--- src/rtl/adaptive_morse_decoder_top_defines.svh ---
// Assertion macros shared by the decoder's checking code.
// Each macro takes a label, a trigger condition and the expected condition.
`ifndef ADAPTIVE_MORSE_DECODER_TOP_DEFINES_SVH
`define ADAPTIVE_MORSE_DECODER_TOP_DEFINES_SVH

// The expected condition must hold in the same cycle as the trigger.
`define AMD_ASSERT_SAME(lbl, trig, expct) \
   lbl: assert property (@(posedge clock) disable iff (reset) (trig) |-> (expct)) \
      else $error("decoder check failed in the same cycle");

// The expected condition must hold in the cycle after the trigger.
`define AMD_ASSERT_NEXT(lbl, trig, expct) \
   lbl: assert property (@(posedge clock) disable iff (reset) (trig) |=> (expct)) \
      else $error("decoder check failed in the following cycle");

`endif

--- src/rtl/amd_pkg.sv ---
package amd_pkg;

   // Number of counted intervals summed to measure the unit time.
   localparam int CALIB_INTERVALS = 16;
   localparam int CNT_W           = $clog2(CALIB_INTERVALS + 1);
   localparam int TICK_W          = 32;
   localparam int SUM_W           = 36;
   localparam int CODE_W          = 16;
   localparam int CHAR_W          = 8;
   localparam int DEB_W           = 16;
   localparam int MAX_RESULTS     = 3;
   localparam int COUNT_W         = 2;
   localparam int NUM_LETTERS     = 26;

   localparam logic [DEB_W-1:0]  DEBOUNCE_RESET = 16'd1000;
   localparam logic [CHAR_W-1:0] LETTER_A       = 8'd65;
   localparam logic [CHAR_W-1:0] UNKNOWN_CHAR   = 8'd33;
   localparam logic [CHAR_W-1:0] WORD_END       = 8'd0;
   localparam logic [CHAR_W-1:0] SENTENCE_END   = 8'hFF;

   // Dot is 01 and dash is 011, appended from the right; letters A through Z.
   localparam logic [CODE_W-1:0] LETTER_CODES [NUM_LETTERS] = '{
      16'd11,  16'd213, 16'd429, 16'd53,  16'd1,   16'd173, 16'd109,
      16'd85,  16'd5,   16'd731, 16'd107, 16'd181, 16'd27,  16'd13,
      16'd219, 16'd365, 16'd875, 16'd45,  16'd21,  16'd3,   16'd43,
      16'd171, 16'd91,  16'd427, 16'd859, 16'd437
   };

   typedef struct packed {
      logic [TICK_W-1:0] ticks;
      logic              pressed;
   } item_type;

   typedef struct packed {
      logic [COUNT_W-1:0]                 count;
      logic [MAX_RESULTS-1:0][CHAR_W-1:0] chars;
   } rsp_set_type;

   typedef struct packed {
      logic fire;
      logic calibrating;
   } core_status_type;

   function automatic logic [CHAR_W-1:0] decode_letter(input logic [CODE_W-1:0] code);
      logic [CHAR_W-1:0] ch;
      ch = UNKNOWN_CHAR;
      for (int i = 0; i < NUM_LETTERS; i++) begin
         if (code == LETTER_CODES[i]) begin
            ch = LETTER_A + CHAR_W'(i);
         end
      end
      return ch;
   endfunction

endpackage

--- src/rtl/amd_core.sv ---
module amd_core (
   input  logic                              clock,
   input  logic                              reset,
   input  logic [amd_pkg::DEB_W-1:0]         debounce,
   input  logic                              item_valid,
   input  amd_pkg::item_type                 item,
   input  logic                              buf_free,
   output amd_pkg::rsp_set_type              set,
   output amd_pkg::core_status_type          status
);

   logic [amd_pkg::TICK_W-1:0] pending_ff, pending_in;
   logic [amd_pkg::TICK_W-1:0] unit_ff, unit_in;
   logic                       calibrating_ff, calibrating_in;
   logic [amd_pkg::CNT_W-1:0]  count_ff, count_in;
   logic [amd_pkg::SUM_W-1:0]  sum_ff, sum_in;
   logic [amd_pkg::CODE_W-1:0] symbol_ff, symbol_in;

   logic [amd_pkg::TICK_W:0]   merged;
   logic [amd_pkg::TICK_W-1:0] total;
   logic                       counted;
   logic [amd_pkg::SUM_W-1:0]  sum_next;
   logic [amd_pkg::TICK_W:0]   unit2;
   logic [amd_pkg::TICK_W+2:0] unit5;
   logic [amd_pkg::TICK_W+3:0] unit10;
   logic                       over2, over5, over10, under2;
   logic                       fire;

   always_comb begin
      merged  = {1'b0, pending_ff} + {1'b0, item.ticks};
      total   = merged[amd_pkg::TICK_W] ? '1 : merged[amd_pkg::TICK_W-1:0];
      counted = total > {{(amd_pkg::TICK_W - amd_pkg::DEB_W){1'b0}}, debounce};

      unit2  = {unit_ff, 1'b0};
      unit5  = {1'b0, unit_ff, 2'b00} + {3'b000, unit_ff};
      unit10 = {unit5, 1'b0};
      under2 = {1'b0, total} < unit2;
      over2  = {1'b0, total} > unit2;
      over5  = {3'b000, total} > unit5;
      over10 = {4'b0000, total} > unit10;

      sum_next = (count_ff != '0) ? sum_ff + {4'b0000, total} : sum_ff;

      // Results only come from a counted release after calibration; the
      // thresholds nest, so the count is the number of crossed ones.
      set.chars = {amd_pkg::SENTENCE_END, amd_pkg::WORD_END,
                   amd_pkg::decode_letter(symbol_ff)};
      set.count = '0;
      if (counted && !calibrating_ff && !item.pressed) begin
         set.count = amd_pkg::COUNT_W'({1'b0, over2} + {1'b0, over5} + {1'b0, over10});
      end

      fire = item_valid && (buf_free || set.count == '0);
      status.fire        = fire;
      status.calibrating = calibrating_ff;

      pending_in     = pending_ff;
      unit_in        = unit_ff;
      calibrating_in = calibrating_ff;
      count_in       = count_ff;
      sum_in         = sum_ff;
      symbol_in      = symbol_ff;
      if (fire) begin
         if (!counted) begin
            pending_in = total;
         end else begin
            pending_in = '0;
            if (calibrating_ff) begin
               sum_in   = sum_next;
               count_in = amd_pkg::CNT_W'(count_ff + 1'b1);
               if (count_ff >= amd_pkg::CNT_W'(amd_pkg::CALIB_INTERVALS)) begin
                  unit_in        = amd_pkg::TICK_W'(sum_next / amd_pkg::CALIB_INTERVALS);
                  calibrating_in = 1'b0;
               end
            end else if (item.pressed) begin
               if (under2) begin
                  symbol_in = {symbol_ff[amd_pkg::CODE_W-3:0], 2'b01};
               end else if (over2) begin
                  symbol_in = {symbol_ff[amd_pkg::CODE_W-4:0], 3'b011};
               end
            end else if (over2) begin
               symbol_in = '0;
            end
         end
      end
   end

   always_ff @(posedge clock) begin
      if (reset) begin
         pending_ff     <= '0;
         unit_ff        <= '0;
         calibrating_ff <= 1'b1;
         count_ff       <= '0;
         sum_ff         <= '0;
         symbol_ff      <= '0;
      end else begin
         pending_ff     <= pending_in;
         unit_ff        <= unit_in;
         calibrating_ff <= calibrating_in;
         count_ff       <= count_in;
         sum_ff         <= sum_in;
         symbol_ff      <= symbol_in;
      end
   end

endmodule

--- src/rtl/amd_outbuf.sv ---
module amd_outbuf (
   input  logic                         clock,
   input  logic                         reset,
   input  logic                         load,
   input  amd_pkg::rsp_set_type         set,
   output logic                         free,
   output logic                         rsp_tvalid,
   input  logic                         rsp_tready,
   output logic [amd_pkg::CHAR_W-1:0]   rsp_tdata,
   output logic                         rsp_tlast
);

   logic [amd_pkg::COUNT_W-1:0]                 rem_ff, rem_in;
   logic [amd_pkg::MAX_RESULTS-1:0][amd_pkg::CHAR_W-1:0] chars_ff, chars_in;
   logic                                        take;

   always_comb begin
      rsp_tvalid = rem_ff != '0;
      rsp_tdata  = chars_ff[0];
      rsp_tlast  = rem_ff == amd_pkg::COUNT_W'(1);
      take       = rsp_tvalid && rsp_tready;
      free       = (rem_ff == '0) || (rsp_tlast && rsp_tready);

      rem_in   = rem_ff;
      chars_in = chars_ff;
      if (load && set.count != '0) begin
         rem_in   = set.count;
         chars_in = set.chars;
      end else if (take) begin
         rem_in   = rem_ff - 1'b1;
         chars_in = {amd_pkg::CHAR_W'(0), chars_ff[amd_pkg::MAX_RESULTS-1:1]};
      end
   end

   always_ff @(posedge clock) begin
      if (reset) begin
         rem_ff <= '0;
      end else begin
         rem_ff <= rem_in;
      end
      chars_ff <= chars_in;
   end

endmodule

--- src/rtl/adaptive_morse_decoder_top.sv ---
// Adaptive-timing Morse decoder.
// Requests arrive on the req_ stream: each one carries the length in timer
// ticks of one key interval (tdata) and whether the key was pressed (tuser).
// Decoded characters leave on the rsp_ stream, one byte per transfer on the
// output, with tlast set on the final character caused by one input interval.
// The debounce threshold is written through the csr_ channel, which is always
// ready; write it only while the decoder is idle.
// Flow: a taken request is held in the input register and decoded from it;
// its characters are loaded into the output buffer register and offered from
// there. Requests that produce no character flow at one per cycle. An
// interval that produces n characters holds the result buffer until all n
// are taken, so the sustained rate is set by the output buffer draining at
// one character per cycle while the receiver is ready.
// Reset clears the pending merge, restarts calibration (the first counted
// interval is dropped and the next sixteen measure the unit time), clears the
// letter register and sets the debounce threshold to 1000 ticks.
// When the receiver stalls, the buffered characters hold. Requests that give
// no character still pass at one per cycle; the first one that gives
// characters waits in the input register, and then req_tready drops.
`include "adaptive_morse_decoder_top_defines.svh"

module adaptive_morse_decoder_top (
   input  logic                              clock,
   input  logic                              reset,
   input  logic                              req_tvalid,
   output logic                              req_tready,
   input  logic [amd_pkg::TICK_W-1:0]        req_tdata,   // [31:0] interval_ticks
   input  logic [0:0]                        req_tuser,   // [0] was_pressed
   output logic                              rsp_tvalid,
   input  logic                              rsp_tready,
   output logic [amd_pkg::CHAR_W-1:0]        rsp_tdata,   // [7:0] char_code
   output logic                              rsp_tlast,
   input  logic                              csr_valid,
   output logic                              csr_ready,
   input  logic [amd_pkg::DEB_W-1:0]         csr_data     // [15:0] debounce_ticks
);

   // Input register: holds one request until the decoder can process it.
   logic                        in_valid_ff, in_valid_in;
   amd_pkg::item_type           item_ff, item_in;
   logic [amd_pkg::DEB_W-1:0]   debounce_ff, debounce_in;

   amd_pkg::rsp_set_type        core_set;
   amd_pkg::core_status_type    core_status;
   logic                        buf_free;

   always_comb begin
      csr_ready   = 1'b1;
      debounce_in = (csr_valid && csr_ready) ? csr_data : debounce_ff;

      // The register frees up in the same cycle its request is decoded.
      req_tready  = !in_valid_ff || core_status.fire;
      in_valid_in = in_valid_ff;
      item_in     = item_ff;
      if (req_tvalid && req_tready) begin
         in_valid_in   = 1'b1;
         item_in.ticks   = req_tdata;
         item_in.pressed = req_tuser[0];
      end else if (core_status.fire) begin
         in_valid_in = 1'b0;
      end
   end

   always_ff @(posedge clock) begin
      if (reset) begin
         in_valid_ff <= 1'b0;
         debounce_ff <= amd_pkg::DEBOUNCE_RESET;
      end else begin
         in_valid_ff <= in_valid_in;
         debounce_ff <= debounce_in;
      end
      item_ff <= item_in;
   end

   amd_core u_core (
      .clock      (clock),
      .reset      (reset),
      .debounce   (debounce_ff),
      .item_valid (in_valid_ff),
      .item       (item_ff),
      .buf_free   (buf_free),
      .set        (core_set),
      .status     (core_status)
   );

   amd_outbuf u_outbuf (
      .clock      (clock),
      .reset      (reset),
      .load       (core_status.fire),
      .set        (core_set),
      .free       (buf_free),
      .rsp_tvalid (rsp_tvalid),
      .rsp_tready (rsp_tready),
      .rsp_tdata  (rsp_tdata),
      .rsp_tlast  (rsp_tlast)
   );

   // Characters of one interval leave without gaps between them.
   `AMD_ASSERT_NEXT(a_burst_contiguous, rsp_tvalid && rsp_tready && !rsp_tlast, rsp_tvalid)
   // Calibration intervals never produce characters.
   `AMD_ASSERT_SAME(a_calib_silent, core_status.fire && core_status.calibrating, core_set.count == '0)
   // The decoder never overwrites a character the receiver has not taken.
   `AMD_ASSERT_SAME(a_no_overwrite, rsp_tvalid && !rsp_tready, !(core_status.fire && core_set.count != '0))

endmodule

--- config.mk ---
export PLATFORM = sky130hd
export DESIGN_NAME = adaptive_morse_decoder_top
export DESIGN_NICKNAME = d
export VERILOG_FILES = /design/src/rtl/amd_pkg.sv /design/src/rtl/amd_core.sv /design/src/rtl/amd_outbuf.sv /design/src/rtl/adaptive_morse_decoder_top.sv
export VERILOG_INCLUDE_DIRS = /design/src /design/src/rtl
export SDC_FILE = /design/constraint.sdc
export NUM_CORES = 1
export LEC_CHECK = 0
export ABC_AREA = 1
export BUFFER_PORTS_ARGS = -buffer_cell sky130_fd_sc_hd__buf_4
export CAP_MARGIN = 15
export CORE_UTILIZATION = 45
export DETAILED_ROUTE_END_ITERATION = 10
export GPL_TIMING_DRIVEN = 1
export PLACE_DENSITY_LB_ADDON = 0.3
export SLEW_MARGIN = 0
export SYNTH_ARGS = -nofsm -noshare
export SYNTH_HDL_FRONTEND = slang
export SYNTH_SLANG_ARGS = --single-unit
--- constraint.sdc ---
create_clock -name clock -period 14 [get_ports clock]
set_input_delay 1.4 -clock clock [delete_from_list [all_inputs] [get_ports clock]]
set_output_delay 1.4 -clock clock [all_outputs]
set_load 0.02 [all_outputs]
==> reports/summary.md <==
The flow ran to the end, and the final reports show no timing, DRC or antenna violations. After detailed routing, the number of remaining DRC violations is 0. Average wire per cell in the routed design: 15.90 µm. Summing all placed instances gives a cell area of 17,020 µm². Before antenna repair, the detailed router went through 6 iterations. Yosys mapped a number of flops with a built-in enable equal to 41. CTS saw 184 sinks.

Relative to the synthesized area, the layout overhead comes to 8.724%. The initial utilization of the core area, before any placement, comes to 45.65%. The most used standard cell by instance count after synthesis was sky130_fd_sc_hd__nand2_1. The clock network latency to the later pin of the worst-skew pair came out at 0.47 ns. The arrival time of the worst setup path is 6.60 ns. The worst-case IR drop observed on VDD is 89.39 µV.

Synthesis produced a netlist whose cell count is 2,414. Critical setup path kind: flip-flop to output port. The post-synthesis area per instance was 6.726 µm².

The category of cells accounting for the largest share of critical-path delay is simple AND/OR/NAND/NOR gates. The I/O pin count is 66, and the total clock buffers created by CTS is 17. In this run the clock root is driven by a sky130_fd_sc_hd__clkbuf_16. The number of antenna diodes in the final layout is 0.

For this run the aggregate overflow at the end of global routing stands at 0. Net count after synthesis: 2,678. The post-route netlist has 9.187% of its cells at a drive strength greater than 1.

Final hold analysis gives a worst-case slack of 0.4420 ns. Non-filler instance count after layout: 2,921. Post-cts repair resize count: 0.

Total count of hold-check failures in the final report: 0. The min-delay analysis places its worst path in the category flip-flop to flip-flop. Counting tap cells, the placed design contains a total of 2,888 instances. The share of flip-flops with an asynchronous set or reset was 0%. Counting distinct cell types in the post-synthesis netlist gives 57.

The buffers inserted during post-CTS setup optimization was 0; the total routing usage reported by global routing was 25.99%. The via density per instance is 5.370, and the count of pins over their slew limit is 0. For the finished layout, the period the worst path requires is 8.000 ns. For the worst clock skew, the log shows 0.02034 ns. Entering global routing, the biggest net connects 56 pins. The congestion estimate from routability-driven global placement came to 0.9504. TritonCTS built the clock tree. The startpoint kind of the worst setup timing path was a flip-flop.

Max-cap violations in this run came to 0. Setup repair after global routing left no endpoint under its margin. The final count of negative-setup-slack endpoints is 0. The summed area of non-filler cells in the final layout came out at 17,650 µm². In this run the tightest slew margin relative to its limit is 27.13%.

Number of DRC violations after detailed-routing iteration 0: 1,066. Of the post-synthesis cell area, the dominant cell type holds 17.63%. The core region is 35,570 µm². In the synthesized netlist the dominant register cell turns out to be sky130_fd_sc_hd__dfxtp_1. After synthesis, the cell types taking the most area are sky130_fd_sc_hd__dfxtp_1 18%, sky130_fd_sc_hd__ha_1 16%, sky130_fd_sc_hd__nand2_1 15%. The leakage power figure was 8.421 nW; the horizontal die dimension was 191.9 µm. The maximum clock path buffer count came out at 2. The endpoint kind of the worst setup timing path was an output port. Together, buffers and inverters on the worst path number 5.

Top cell type by total area after synthesis: sky130_fd_sc_hd__dfxtp_1. Most frequent cell on the critical path: sky130_fd_sc_hd__nand2_1. The register bit total from synthesis is 184.

The floorplan step defined a die boundary enclosing 36,840 µm². Summed over all layers, the routed wires come to 46,430 µm. For the worst setup path, the data required time is 12.60 ns. The final cycle utilization of the critical path was 57.14%; the power consumption was 1.320 mW.

The half-perimeter wire length after detailed placement was 36,600 µm. The peak per-stage delay on the critical path is 0.59 ns. The tools report the initial antenna violation count as 0. Timing would allow up to 125.0 MHz. The largest individual stage delay along the critical path comes from the cell sky130_fd_sc_hd__nand2_1. After routing, the total negative slack on setup checks comes to 0 ns.

Ranked by instance count, the synthesized netlist is headed by 645 x sky130_fd_sc_hd__nand2_1, 285 x sky130_fd_sc_hd__inv_1, 281 x sky130_fd_sc_hd__nor2_1. The worst-case register-to-register setup slack came out at 6.41 ns. Sequential cells were found to cover 25.22% of the synthesized design area. The netlist area before placement came out at 16,240 µm². The measured slew at the worst slew-check pin was 1.093 ns.

Maximum fanout along the worst path: 23. The tools report the layout net count as 2,711. The die is 191.9 µm tall. The hold buffer count at CTS was 0. Once detail routing completed, the nets flagged for antenna violations numbered 0.

The total of warnings raised by yosys was 0; the number of rows created at floorplan was 69. Number of port buffers: 64. The run gives 15,690 as the via count of the routed design. The tools report the number of global-route vias before repair as 15,240. The areal power density over the cells was 74.80 nW/µm²; the CTS clock-pin slew for the worst setup and hold paths was 0.07 ns.

The first global-routing pass estimated 75,560 µm of wire. Total number of H-tree levels: 4.
==> stage by stage <==
stage	utilization [%]	setup slack [ns]
final	49.63	6.000
after global routing	49.63	5.506
after CTS	49.57	6.009
after detailed placement	47.86	6.273
after global placement	47.86	6.467
after floorplan	-	7.071
==> final cells by class <==
| class | count | area [µm²] |
|---|---|---|
| inverters | 303 | 1137 |
| clock buffers | 20 | 489.2 |
| multi-input cells | 1869 | 10680 |
| fillers | 3640 | 17920 |
| repair buffers | 72 | 553.0 |
| flip-flops and latches | 184 | 4094 |
| clock inverters | 12 | 120.1 |
| well taps | 461 | 576.8 |
==> cell usage in the layout, fill, tap and decap left out, types with 13 or more instances in the layout <==
cell,n
sky130_fd_sc_hd__nand2_1,645
sky130_fd_sc_hd__inv_1,285
sky130_fd_sc_hd__nor2_1,280
sky130_fd_sc_hd__ha_1,206
sky130_fd_sc_hd__a21oi_1,204
sky130_fd_sc_hd__dfxtp_1,143
sky130_fd_sc_hd__o21ai_0,101
sky130_fd_sc_hd__nand3_1,100
sky130_fd_sc_hd__buf_4,71
sky130_fd_sc_hd__edfxtp_1,41
sky130_fd_sc_hd__xor2_1,37
sky130_fd_sc_hd__nand2_2,35
sky130_fd_sc_hd__nand4_1,30
sky130_fd_sc_hd__a21oi_2,30
sky130_fd_sc_hd__xnor2_1,24
sky130_fd_sc_hd__nor3_1,23
sky130_fd_sc_hd__a211oi_1,21
sky130_fd_sc_hd__or2_2,19
sky130_fd_sc_hd__clkbuf_16,19
sky130_fd_sc_hd__inv_2,14
sky130_fd_sc_hd__o21bai_1,13
==> sequential cells by signal, summed over array words and instances (netlist names), 5 cells and up <==
signal / count
debounce_ff: 16
u_core.sum_ff: 36
u_core.pending_ff: 32
item_ff: 33
u_core.unit_ff: 32
u_outbuf.rsp_tdata: 8
u_core.count_ff: 5
u_core.symbol_ff: 16
==> worst register-to-register path: cells and delay by family (launching register included) <==
family / cells / cell delay (ns)
AOI/OAI and AO/OA: 2 / 0.80
buffers and inverters: 4 / 0.78
adders and majority gates: 4 / 1.61
and+or+nand+nor: 19 / 3.96
DFF: 1 / 0.38
==> path summary, 6_finish.rpt <==
check | from | to | cells after the start
setup reg to reg | item_ff[1] | u_core.unit_ff[1] | 29
setup / recovery | item_ff[1] | req_tready | 27
hold / removal | u_core.pending_ff[16] | u_core.pending_ff[16] | 2
hold reg to reg | u_core.pending_ff[16] | u_core.pending_ff[16] | 2
==> power by group <==
group	switching [mW]	internal [mW]	total [mW]
sequential	0.00866	0.564	0.572
combinational	0.155	0.0837	0.239
clock	0.247	0.262	0.509
==> metal layers <==
| metal | vias up | track usage [%] | routed length, µm |
|---|---|---|---|
| li1 | 8007 | - | - |
| met1 | 7172 | 33.70 | 21320 |
| met2 | 431 | 43.49 | 21650 |
| met3 | 77 | 3.636 | 2132 |
| met4 | 0 | 9.860 | 1338 |
| met5 | - | 0 | 0 |
==> logic make-up (layout without fill, tap and decap cells) <==
kind of cell             after synthesis  after routing  synth area share, %
buffers and inverters                361            407                9.078
multiplexers                           1              1              0.06935
AND/OR/NAND/NOR                     1172           1172                30.62
flip-flops                           184            184                25.22
AO/OA/AOI/OAI                        424            424                15.34
other                                  1              1              0.02310
adder cells (fa/ha/maj)              210            210                16.37
XOR/XNOR                              61             61                3.291
Note: power is estimated with default switching activity, not from simulation.
